## src/sv/psu_pkg.sv

```systemverilog
`timescale 1ns / 1ps
`default_nettype none

package psu_pkg;

    // Table sizing: pids are four bits wide, so at most sixteen slots are used.
    localparam int PROCESS_COUNT = 16;
    localparam int PID_SLOTS     = (PROCESS_COUNT < 16) ? PROCESS_COUNT : 16;
    localparam int PID_W         = 4;
    localparam int CNT_W         = 5;
    localparam int TBL_DEPTH     = 16;
    localparam int MAX_RESULTS   = 16;

    localparam logic [PID_W-1:0] SEM_ID      = 4'd1;
    localparam logic [15:0]      SLICE_RESET = 16'd300;

    // Operation codes.
    localparam logic [2:0] FUNC_NEW   = 3'd0;
    localparam logic [2:0] FUNC_TICK  = 3'd1;
    localparam logic [2:0] FUNC_SLEEP = 3'd2;
    localparam logic [2:0] FUNC_WAIT  = 3'd3;
    localparam logic [2:0] FUNC_POST  = 3'd4;

    // Process states.
    localparam logic [1:0] ST_FREE  = 2'd0;
    localparam logic [1:0] ST_READY = 2'd1;
    localparam logic [1:0] ST_SLEEP = 2'd2;
    localparam logic [1:0] ST_WAIT  = 2'd3;

    // Error codes.
    localparam logic [1:0] ERR_NONE    = 2'd0;
    localparam logic [1:0] ERR_NO_PID  = 2'd1;
    localparam logic [1:0] ERR_BAD_SEM = 2'd2;

    typedef struct packed {
        logic [1:0]  st;
        logic [31:0] wake;
        logic [15:0] run;
    } entry_t;

    localparam int ENTRY_W = $bits(entry_t);

    typedef struct packed {
        logic             rel;
        logic [PID_W-1:0] new_pid;
        logic [1:0]       err;
    } flags_t;

    // Commands from the sequencer to the result queue.
    typedef struct packed {
        logic             start;
        logic             push;
        logic [PID_W-1:0] push_pid;
        logic             finish;
        flags_t           flags;
    } q_ctrl_t;

endpackage

`default_nettype wire

```

## src/sv/process_tick_sleep_semaphore_unit.sv

```systemverilog
// Channel   Direction  Handshake             Payload
// in        input      in_valid / in_ready   func, running_pid, running_valid,
//                                            sleep_ticks, sem_number
// out       output     out_valid / out_ready ready_pid, ready_valid, release_running,
//                                            new_pid, error_code, last
// cfg       input      APB write/read        slice_limit at byte address 0
//
// A new process, an unknown operation and any operation that ends in an error
// or only touches a counter finish in the cycle of acceptance. Sleep and
// semaphore wait finish in S_PRE, a semaphore post in S_POST after S_FIFO: the
// process table and the waiter memory have registered reads. A tick passes S_PRE,
// S_WALK and S_TAIL, walking the table one entry a cycle. Results then stream
// out one a cycle while out_ready is high; the next transaction is taken once
// the last result has been accepted. The table needs no clearing pass after reset.
`timescale 1ns / 1ps
`default_nettype none

module process_tick_sleep_semaphore_unit (
    input  wire logic        clk,
    input  wire logic        rst_n,
    // input transactions
    input  wire logic        in_valid,
    output logic             in_ready,
    input  wire logic [2:0]  func,
    input  wire logic [3:0]  running_pid,
    input  wire logic        running_valid,
    input  wire logic [31:0] sleep_ticks,
    input  wire logic [3:0]  sem_number,
    // result transactions
    output logic             out_valid,
    input  wire logic        out_ready,
    output logic      [3:0]  ready_pid,
    output logic             ready_valid,
    output logic             release_running,
    output logic      [3:0]  new_pid,
    output logic      [1:0]  error_code,
    output logic             last,
    // configuration port
    input  wire logic        psel,
    input  wire logic        penable,
    input  wire logic        pwrite,
    input  wire logic [2:0]  paddr,
    input  wire logic [31:0] pwdata,
    output logic      [31:0] prdata,
    output logic             pready
);

    localparam int PW = psu_pkg::PID_W;
    localparam int CW = psu_pkg::CNT_W;

    // Sequencer states, one-hot.
    typedef enum logic [5:0] {
        S_IDLE = 6'b000001,
        S_PRE  = 6'b000010,
        S_WALK = 6'b000100,
        S_TAIL = 6'b001000,
        S_FIFO = 6'b010000,
        S_POST = 6'b100000
    } state_t;

    state_t             state_reg, state_next;
    logic [2:0]         op_reg, op_next;
    logic [PW-1:0]      rpid_reg, rpid_next;
    logic               running_reg, running_next;
    logic               charged_reg, charged_next;
    logic [31:0]        ticks_reg, ticks_next;
    logic [15:0]        slice_reg;
    logic [31:0]        clock_reg, clock_next;
    logic [PW-1:0]      free_head_reg, free_head_next;
    logic [CW-1:0]      free_count_reg, free_count_next;
    logic [15:0]        sem_value_reg, sem_value_next;
    logic [PW-1:0]      whead_reg, whead_next;
    logic [CW-1:0]      wcount_reg, wcount_next;
    logic [PW-1:0]      walk_reg, walk_next;
    logic               rel_reg, rel_next;
    logic [15:0]        run_new_reg, run_new_next;
    logic               woken_reg, woken_next;
    logic [PW-1:0]      post_pid_reg, post_pid_next;
    logic [psu_pkg::TBL_DEPTH-1:0] valid_reg, valid_next;
    logic               rd_valid_reg;

    // Process table and waiter memory ports.
    logic               tbl_we;
    logic [PW-1:0]      tbl_waddr, tbl_raddr;
    psu_pkg::entry_t    tbl_wdata, tbl_rdata, entry_rd;
    logic               fifo_we;
    logic [PW-1:0]      fifo_waddr, fifo_raddr, fifo_rdata;

    psu_pkg::q_ctrl_t   q_ctrl;
    logic               q_busy;

    logic               accept;
    logic               running_in;
    logic [15:0]        run_inc;
    logic               wake_hit;
    psu_pkg::entry_t    walk_entry;
    logic               cfg_write;

    assign pready    = 1'b1;
    assign cfg_write = psel && penable && pwrite && !paddr[2];
    assign prdata    = paddr[2] ? 32'd0 : {16'd0, slice_reg};

    assign in_ready   = (state_reg == S_IDLE) && !q_busy;
    assign accept     = in_valid && in_ready;
    assign running_in = running_valid &&
                        ({1'b0, running_pid} < CW'(psu_pkg::PID_SLOTS));

    // An entry never written since reset reads as free with zero fields.
    assign entry_rd = rd_valid_reg ? tbl_rdata : '0;
    assign run_inc  = (entry_rd.run == 16'hFFFF) ? entry_rd.run : entry_rd.run + 16'd1;
    assign wake_hit = (entry_rd.st == psu_pkg::ST_SLEEP) && (entry_rd.wake == clock_reg);

    always_comb
    begin
        walk_entry = entry_rd;
        if (wake_hit)
        begin
            walk_entry.st = psu_pkg::ST_READY;
        end
        if (charged_reg && (walk_reg == rpid_reg))
        begin
            walk_entry.run = run_new_reg;
            if (rel_reg)
            begin
                walk_entry.st = psu_pkg::ST_READY;
            end
        end
    end

    always_comb
    begin
        state_next      = state_reg;
        op_next         = op_reg;
        rpid_next       = rpid_reg;
        running_next    = running_reg;
        charged_next    = charged_reg;
        ticks_next      = ticks_reg;
        clock_next      = clock_reg;
        free_head_next  = free_head_reg;
        free_count_next = free_count_reg;
        sem_value_next  = sem_value_reg;
        whead_next      = whead_reg;
        wcount_next     = wcount_reg;
        walk_next       = walk_reg;
        rel_next        = rel_reg;
        run_new_next    = run_new_reg;
        woken_next      = woken_reg;
        post_pid_next   = post_pid_reg;
        valid_next      = valid_reg;

        tbl_we     = 1'b0;
        tbl_waddr  = '0;
        tbl_wdata  = '0;
        tbl_raddr  = rpid_reg;
        fifo_we    = 1'b0;
        fifo_waddr = whead_reg + wcount_reg[PW-1:0];
        fifo_raddr = whead_reg;
        q_ctrl     = '0;

        unique case (state_reg)
            S_IDLE:
            begin
                if (accept)
                begin
                    op_next       = func;
                    rpid_next     = running_pid;
                    running_next  = running_in;
                    charged_next  = running_in && (running_pid != '0);
                    ticks_next    = sleep_ticks;
                    woken_next    = 1'b0;
                    tbl_raddr     = running_pid;
                    q_ctrl.start  = 1'b1;
                    unique case (func)
                        psu_pkg::FUNC_NEW:
                        begin
                            q_ctrl.finish = 1'b1;
                            if (free_count_reg == '0)
                            begin
                                q_ctrl.flags.err = psu_pkg::ERR_NO_PID;
                            end
                            else
                            begin
                                tbl_we            = 1'b1;
                                tbl_waddr         = free_head_reg;
                                tbl_wdata.st      = psu_pkg::ST_READY;
                                free_head_next    = free_head_reg + PW'(1);
                                free_count_next   = free_count_reg - CW'(1);
                                q_ctrl.flags.new_pid = free_head_reg;
                                // pid 0 is the idle process and is not reported
                                q_ctrl.push       = (free_head_reg != '0);
                                q_ctrl.push_pid   = free_head_reg;
                            end
                        end
                        psu_pkg::FUNC_TICK:
                        begin
                            clock_next = clock_reg + 32'd1;
                            state_next = S_PRE;
                        end
                        psu_pkg::FUNC_SLEEP:
                        begin
                            if (running_in)
                            begin
                                state_next = S_PRE;
                            end
                            else
                            begin
                                q_ctrl.finish = 1'b1;
                            end
                        end
                        psu_pkg::FUNC_WAIT:
                        begin
                            if (sem_number != psu_pkg::SEM_ID)
                            begin
                                q_ctrl.finish    = 1'b1;
                                q_ctrl.flags.err = psu_pkg::ERR_BAD_SEM;
                            end
                            else if (sem_value_reg != '0)
                            begin
                                q_ctrl.finish  = 1'b1;
                                sem_value_next = sem_value_reg - 16'd1;
                            end
                            else if (running_in &&
                                     (wcount_reg < CW'(psu_pkg::MAX_RESULTS)))
                            begin
                                fifo_we     = 1'b1;
                                wcount_next = wcount_reg + CW'(1);
                                state_next  = S_PRE;
                            end
                            else
                            begin
                                q_ctrl.finish = 1'b1;
                            end
                        end
                        psu_pkg::FUNC_POST:
                        begin
                            if (sem_number != psu_pkg::SEM_ID)
                            begin
                                q_ctrl.finish    = 1'b1;
                                q_ctrl.flags.err = psu_pkg::ERR_BAD_SEM;
                            end
                            else if (wcount_reg == '0)
                            begin
                                q_ctrl.finish = 1'b1;
                                if (sem_value_reg != 16'hFFFF)
                                begin
                                    sem_value_next = sem_value_reg + 16'd1;
                                end
                            end
                            else
                            begin
                                whead_next  = whead_reg + PW'(1);
                                wcount_next = wcount_reg - CW'(1);
                                state_next  = S_FIFO;
                            end
                        end
                        default:
                        begin
                            q_ctrl.finish = 1'b1;
                        end
                    endcase
                end
            end
            S_PRE:
            begin
                // Entry of the running process is available.
                unique case (op_reg)
                    psu_pkg::FUNC_TICK:
                    begin
                        rel_next     = charged_reg && (run_inc >= slice_reg);
                        run_new_next = (charged_reg && (run_inc >= slice_reg)) ? 16'd0 : run_inc;
                        tbl_raddr    = '0;
                        walk_next    = '0;
                        state_next   = S_WALK;
                    end
                    psu_pkg::FUNC_SLEEP:
                    begin
                        tbl_we            = 1'b1;
                        tbl_waddr         = rpid_reg;
                        tbl_wdata         = entry_rd;
                        tbl_wdata.st      = psu_pkg::ST_SLEEP;
                        tbl_wdata.wake    = clock_reg + ticks_reg;
                        q_ctrl.finish     = 1'b1;
                        q_ctrl.flags.rel  = 1'b1;
                        state_next        = S_IDLE;
                    end
                    default:
                    begin
                        tbl_we            = 1'b1;
                        tbl_waddr         = rpid_reg;
                        tbl_wdata         = entry_rd;
                        tbl_wdata.st      = psu_pkg::ST_WAIT;
                        q_ctrl.finish     = 1'b1;
                        q_ctrl.flags.rel  = 1'b1;
                        state_next        = S_IDLE;
                    end
                endcase
            end
            S_WALK:
            begin
                tbl_we          = 1'b1;
                tbl_waddr       = walk_reg;
                tbl_wdata       = walk_entry;
                q_ctrl.push     = wake_hit;
                q_ctrl.push_pid = walk_reg;
                if (wake_hit && running_reg && (walk_reg == rpid_reg))
                begin
                    woken_next = 1'b1;
                end
                tbl_raddr = walk_reg + PW'(1);
                walk_next = walk_reg + PW'(1);
                if (walk_reg == PW'(psu_pkg::PID_SLOTS - 1))
                begin
                    state_next = S_TAIL;
                end
            end
            S_TAIL:
            begin
                q_ctrl.push      = rel_reg && !woken_reg;
                q_ctrl.push_pid  = rpid_reg;
                q_ctrl.finish    = 1'b1;
                q_ctrl.flags.rel = rel_reg;
                state_next       = S_IDLE;
            end
            S_FIFO:
            begin
                tbl_raddr     = fifo_rdata;
                post_pid_next = fifo_rdata;
                state_next    = S_POST;
            end
            S_POST:
            begin
                tbl_we          = 1'b1;
                tbl_waddr       = post_pid_reg;
                tbl_wdata       = entry_rd;
                tbl_wdata.st    = psu_pkg::ST_READY;
                q_ctrl.push     = 1'b1;
                q_ctrl.push_pid = post_pid_reg;
                q_ctrl.finish   = 1'b1;
                state_next      = S_IDLE;
            end
            default:
            begin
                state_next = S_IDLE;
            end
        endcase

        if (tbl_we)
        begin
            valid_next[tbl_waddr] = 1'b1;
        end
    end

    always_ff @(posedge clk or negedge rst_n)
    begin
        if (!rst_n)
        begin
            state_reg      <= S_IDLE;
            slice_reg      <= psu_pkg::SLICE_RESET;
            clock_reg      <= '0;
            free_head_reg  <= '0;
            free_count_reg <= CW'(psu_pkg::PID_SLOTS);
            sem_value_reg  <= 16'd1;
            whead_reg      <= '0;
            wcount_reg     <= '0;
            valid_reg      <= '0;
            rd_valid_reg   <= 1'b0;
            walk_reg       <= '0;
            rel_reg        <= 1'b0;
            woken_reg      <= 1'b0;
            running_reg    <= 1'b0;
            charged_reg    <= 1'b0;
            op_reg         <= '0;
        end
        else
        begin
            state_reg      <= state_next;
            if (cfg_write)
            begin
                slice_reg <= pwdata[15:0];
            end
            clock_reg      <= clock_next;
            free_head_reg  <= free_head_next;
            free_count_reg <= free_count_next;
            sem_value_reg  <= sem_value_next;
            whead_reg      <= whead_next;
            wcount_reg     <= wcount_next;
            valid_reg      <= valid_next;
            rd_valid_reg   <= valid_reg[tbl_raddr];
            walk_reg       <= walk_next;
            rel_reg        <= rel_next;
            woken_reg      <= woken_next;
            running_reg    <= running_next;
            charged_reg    <= charged_next;
            op_reg         <= op_next;
        end
    end

    always_ff @(posedge clk)
    begin
        rpid_reg     <= rpid_next;
        ticks_reg    <= ticks_next;
        run_new_reg  <= run_new_next;
        post_pid_reg <= post_pid_next;
    end

    psu_ram #(
        .WIDTH (psu_pkg::ENTRY_W),
        .DEPTH (psu_pkg::TBL_DEPTH)
    ) u_table (
        .clk   (clk),
        .we    (tbl_we),
        .waddr (tbl_waddr),
        .wdata (tbl_wdata),
        .raddr (tbl_raddr),
        .rdata (tbl_rdata)
    );

    // The waiter is written in the cycle of acceptance, straight from the input.
    psu_ram #(
        .WIDTH (psu_pkg::PID_W),
        .DEPTH (psu_pkg::MAX_RESULTS)
    ) u_waiters (
        .clk   (clk),
        .we    (fifo_we),
        .waddr (fifo_waddr),
        .wdata (running_pid),
        .raddr (fifo_raddr),
        .rdata (fifo_rdata)
    );

    psu_result_queue u_results (
        .clk             (clk),
        .rst_n           (rst_n),
        .ctrl            (q_ctrl),
        .busy            (q_busy),
        .out_ready       (out_ready),
        .out_valid       (out_valid),
        .ready_pid       (ready_pid),
        .ready_valid     (ready_valid),
        .release_running (release_running),
        .new_pid         (new_pid),
        .error_code      (error_code),
        .last            (last)
    );

`ifndef SYNTH
    // Inputs are never taken while results of the previous transaction remain.
    a_no_overlap: assert property (@(posedge clk) disable iff (!rst_n)
        in_ready |-> !out_valid)
        else $error("input accepted while results are pending");

    // The final result of a transaction ends the output stream.
    a_last_ends: assert property (@(posedge clk) disable iff (!rst_n)
        (out_valid && out_ready && last) |=> !out_valid)
        else $error("output stream continued after last result");

    // The free pid count never exceeds the number of slots.
    a_free_bound: assert property (@(posedge clk) disable iff (!rst_n)
        free_count_reg <= CW'(psu_pkg::PID_SLOTS))
        else $error("free pid count out of range");
`endif

endmodule

`default_nettype wire

```

## src/sv/psu_ram.sv

```systemverilog
`timescale 1ns / 1ps
`default_nettype none

module psu_ram #(
    parameter int WIDTH = 8,
    parameter int DEPTH = 16
) (
    input  wire logic                     clk,
    input  wire logic                     we,
    input  wire logic [$clog2(DEPTH)-1:0] waddr,
    input  wire logic [WIDTH-1:0]         wdata,
    input  wire logic [$clog2(DEPTH)-1:0] raddr,
    output logic      [WIDTH-1:0]         rdata
);

    logic [WIDTH-1:0] mem [DEPTH];

    always_ff @(posedge clk)
    begin
        if (we)
        begin
            mem[waddr] <= wdata;
        end
        rdata <= mem[raddr];
    end

endmodule

`default_nettype wire

```

## src/sv/psu_result_queue.sv

```systemverilog
`timescale 1ns / 1ps
`default_nettype none

// Collects the readied pids of one operation and then streams them out.
module psu_result_queue (
    input  wire logic                           clk,
    input  wire logic                           rst_n,
    input  wire psu_pkg::q_ctrl_t               ctrl,
    output logic                                busy,
    input  wire logic                           out_ready,
    output logic                                out_valid,
    output logic      [psu_pkg::PID_W-1:0]      ready_pid,
    output logic                                ready_valid,
    output logic                                release_running,
    output logic      [psu_pkg::PID_W-1:0]      new_pid,
    output logic      [1:0]                     error_code,
    output logic                                last
);

    logic [psu_pkg::PID_W-1:0] list_reg [psu_pkg::MAX_RESULTS];
    logic [psu_pkg::CNT_W-1:0] count_reg, count_next;
    logic [psu_pkg::PID_W-1:0] idx_reg, idx_next;
    logic                      stream_reg, stream_next;
    psu_pkg::flags_t           flags_reg;
    logic                      wr_en;
    logic [psu_pkg::PID_W-1:0] wr_idx;
    logic                      room;

    assign room   = count_reg < psu_pkg::CNT_W'(psu_pkg::MAX_RESULTS);
    assign wr_en  = ctrl.push && (ctrl.start || room);
    assign wr_idx = ctrl.start ? '0 : count_reg[psu_pkg::PID_W-1:0];

    assign last = (count_reg == '0) ||
                  ({1'b0, idx_reg} == (count_reg - psu_pkg::CNT_W'(1)));

    always_comb
    begin
        count_next  = count_reg;
        idx_next    = idx_reg;
        stream_next = stream_reg;
        if (ctrl.start)
        begin
            count_next = ctrl.push ? psu_pkg::CNT_W'(1) : '0;
        end
        else if (wr_en)
        begin
            count_next = count_reg + psu_pkg::CNT_W'(1);
        end
        if (ctrl.finish)
        begin
            stream_next = 1'b1;
            idx_next    = '0;
        end
        else if (stream_reg && out_ready)
        begin
            if (last)
            begin
                stream_next = 1'b0;
            end
            else
            begin
                idx_next = idx_reg + psu_pkg::PID_W'(1);
            end
        end
    end

    always_ff @(posedge clk or negedge rst_n)
    begin
        if (!rst_n)
        begin
            count_reg  <= '0;
            idx_reg    <= '0;
            stream_reg <= 1'b0;
        end
        else
        begin
            count_reg  <= count_next;
            idx_reg    <= idx_next;
            stream_reg <= stream_next;
        end
    end

    always_ff @(posedge clk)
    begin
        if (wr_en)
        begin
            list_reg[wr_idx] <= ctrl.push_pid;
        end
        if (ctrl.finish)
        begin
            flags_reg <= ctrl.flags;
        end
    end

    assign busy            = stream_reg;
    assign out_valid       = stream_reg;
    assign ready_valid     = (count_reg != '0);
    assign ready_pid       = ready_valid ? list_reg[idx_reg] : '0;
    assign release_running = flags_reg.rel;
    assign new_pid         = flags_reg.new_pid;
    assign error_code      = flags_reg.err;

endmodule

`default_nettype wire

```

## config.mk

```make
export PLATFORM = sky130hd
export DESIGN_NAME = process_tick_sleep_semaphore_unit
export DESIGN_NICKNAME = d
export VERILOG_FILES = /design/src/sv/psu_pkg.sv /design/src/sv/process_tick_sleep_semaphore_unit.sv /design/src/sv/psu_ram.sv /design/src/sv/psu_result_queue.sv
export SDC_FILE = /design/constraint.sdc
export NUM_CORES = 2
export LEC_CHECK = 0
export ABC_AREA = 1
export BUFFER_PORTS_ARGS = -buffer_cell sky130_fd_sc_hd__buf_2
export CAP_MARGIN = 20
export CORE_AREA = 2 2 432 434
export DETAILED_ROUTE_END_ITERATION = 12
export DIE_AREA = 0 0 434 436
export MAX_ROUTING_LAYER = met4
export SYNTH_ARGS = -nofsm -noshare
export SYNTH_HDL_FRONTEND = slang
export SYNTH_HIERARCHICAL = 1
export SYNTH_SLANG_ARGS = --single-unit
```

## constraint.sdc

```tcl
create_clock -name clk -period 6.6 [get_ports clk]
set_input_delay 0.33 -clock clk [delete_from_list [all_inputs] [get_ports clk]]
set_output_delay 0.33 -clock clk [all_outputs]
set_load 0.005 [all_outputs]
```

==> results.cfg <==
[global_routing]
grt_max_degree = 200
antenna_found_initial = 1
gr-total-overflow = 0
grt_usage_pct = 15.28
grt_pass1_vias = 37160
grt_pass1_wl_microns = 218600

[power_and_ir_drop]
combPwrFrac_pct = 42.4
swShare_pct = 41.91
power_density_nw_per_um2 = 436.2
total_power_uw = 27420
vdd_ir_drop_max_mv = 0.6960
leakagePower_uw = 0.02702
p_switching_uw = 11490
p_int_uw = 15930
p_clk_share_pct = 25.0
seq_power_share_pct = 32.5

[detailed_routing]
first_pass_iters = 6
vias_per_cell = 4.636
drt-initial-drc-count = 3632
wirelength_microns = 143400
drt.antenna.violating_nets = 0
drc = 0
avgRoutedWirePerCell_microns = 16.99
vias = 39130

[run]
drv_cap = 0

[clock_network]
path_clk_slew_ps = 60
insertion_delay_ps = 750
cts_tree = yes
htreeDepth = 3
post-cts-setup-buffers = 0
ctsHoldBuffers = 53
cts.repair.resized = 0
cts_max_path_buffers = 3
cts_buffers = 113
root_buffer = clkbuf_16
clkSinkCount = 1171

[timing]
layout_setup_ws_ps = 1677
max_slew.worst_pin.slew_ps = 1255
setup_violations = 0
period_share_pct = 74.59
drv_slew = 0
fin_tns_setup_ps = 0
rsz0062_at_grt = false
max_freq_mhz = 203.1
relSlewSlack_pct = 16.36
skew_ps = 51.64
min_period_ps = 4923
finalHoldViolCount = 0

[layout]
layout_common_cells = nand2_1, edfxtp_1, inv_1
final_util_pct = 34.04
largest_reg_flops = 800
fin_cells = 8440
drive_above_1_share_pct = 7.787
final_common_cell = nand2_1
syn_to_final_growth_pct = 14.26
nets = 6028

[place]
gp_congestion = 0.9213
port_buffers = 98
hpwl_microns = 84770
dpl.cell_count = 8150
pre_cts_slack_ps = 1715

[critical_path]
cp-start-kind = flip-flop
crit_type = flip-flop to flip-flop
worst_ep_arrival_time_ps = 5380
cp.required_ps = 7060
worstPathMaxFanout = 19
endpoint_kind = flip-flop

[floorplanning]
placementRows = 158
core_sq_um = 184600
initial_core_util_pct = 29.79
die_h_microns = 436
die_area_sq_um = 189200
dieWidth_microns = 434
io-pin-count = 134

[worst_hold_path]
hp-class = primary input to flip-flop

[yosys]
synth_ff_type = edfxtp_1
synth_edf_count = 991
synth_seq_cells = 1171
syn_area_per_cell_sq_um = 9.645
yosysWarnings = 6
synthArstFlopShare_pct = 10.76
synth_cells = 5703
synth_area_sq_um = 55010
yosysSeqAreaShare_pct = 61.81
ys_types = 56

[outcome]
status = finished, final reports clean
-- final cells by class --
class                           instances  area, sq um
Antenna cell                            1        2.502
Clock buffer                          150         3127
Clock inverter                         64        839.6
Fill cell                           18450       121800
Inverter                              955         3617
Multi-Input combinational cell       3362        16110
Sequential cell                      1171        34000
Tap cell                             2480         3103
Timing Repair Buffer                  257         2049
-- stage by stage --
| stage | cell area, sq um | hold slack (ps) |
|---|---|---|
| 3_3_place_gp | 58080 | 425.5 |
| 2_1_floorplan | 55060 | 34.41 |
| 4_1_cts | 62580 | 17.71 |
| 5_1_grt | 62850 | 7.943 |
| 6_report | 62850 | 23.79 |
| 3_5_place_dp | 58090 | 429.0 |
-- synth_stat cells (all sizes together) (7+ instances only) --
master | n | area (sq um)
a21oi | 122 | 610.6
xnor2 | 20 | 175.2
a31oi | 10 | 62.56
clkbuf | 35 | 131.4
or2 | 11 | 68.82
nand4 | 48 | 300.3
nand3 | 769 | 3864
inv | 951 | 3582
ha | 78 | 975.9
o21bai | 9 | 67.56
nor2 | 296 | 1137
nor4 | 19 | 133.9
dfstp | 7 | 183.9
nand2 | 1590 | 5996
buf | 195 | 1380
edfxtp | 991 | 29760
nand3b | 17 | 127.6
dfrtp | 119 | 2978
o21ai | 139 | 695.7
dfxtp | 54 | 1081
a22oi | 9 | 67.56
o22ai | 37 | 231.5
xor2 | 74 | 648.1
nor3 | 38 | 201.5
a21boi | 10 | 75.07
-- worst max-delay path, stage by stage, from the launching register on --
cell and delay [ps]:
dfrtp_2 640, nand2_1 210, inv_1 180, ha_1 200
nand2_1 60, nor2_1 200, nand3_1 130, nor3_1 490
inv_1 340, o21ai_0 350, inv_1 90, ha_1 310
nand4_1 120, o311ai_0 610, nand2_1 180, inv_1 440
nor2_1 90
-- power groups by stage --
| stage | logic [uW] | registers, uW | clock network (uW) |
|---|---|---|---|
| 2_1_floorplan | 8910 | 8860 | 0 |
| 6_report | 11600 | 8920 | 6860 |
| 3_3_place_gp | 11400 | 9080 | 0 |
| 5_1_grt | 13000 | 8940 | 7270 |
| 3_5_place_dp | 11500 | 9070 | 0 |
| 4_1_cts | 11600 | 8930 | 7000 |
-- per-layer routing --
layer / track usage [%] / routed length [microns] / up-vias
met5: - / 0 / -
li1: - / - / 18950
met1: 20.67 / 64900 / 18790
met3: 2.220 / 8430 / 232
met4: 4.217 / 3793 / 0
met2: 23.90 / 66260 / 1159
-- cells by family after synthesis --
group | share of synthesized area, %
AOI/OAI and AO/OA | 3.698
buffers and inverters | 9.287
adders and majority gates | 1.920
other | 0.01365
DFF | 61.81
xor gates and xnor gates | 1.497
and+or+nand+nor | 21.60
muxes | 0.1751
-- path summary, 6_finish.rpt --
kind | from | endpoint | slack [ps] | cells after the start
setup reg to reg | rd_valid_reg | run_new_reg[2] | 1680 | 16
max in group asynchronous | rst_n | rd_valid_reg | 5060 | 3
min in group asynchronous | rst_n | u_results/busy | 230 | 2
hold / removal | pwrite | slice_reg[3] | 20 | 3
hold reg to reg | u_waiters/rdata[0] | post_pid_reg[0] | 440 | 0
setup / recovery | rd_valid_reg | run_new_reg[2] | 1680 | 16
(Power assumes the default switching activity.)
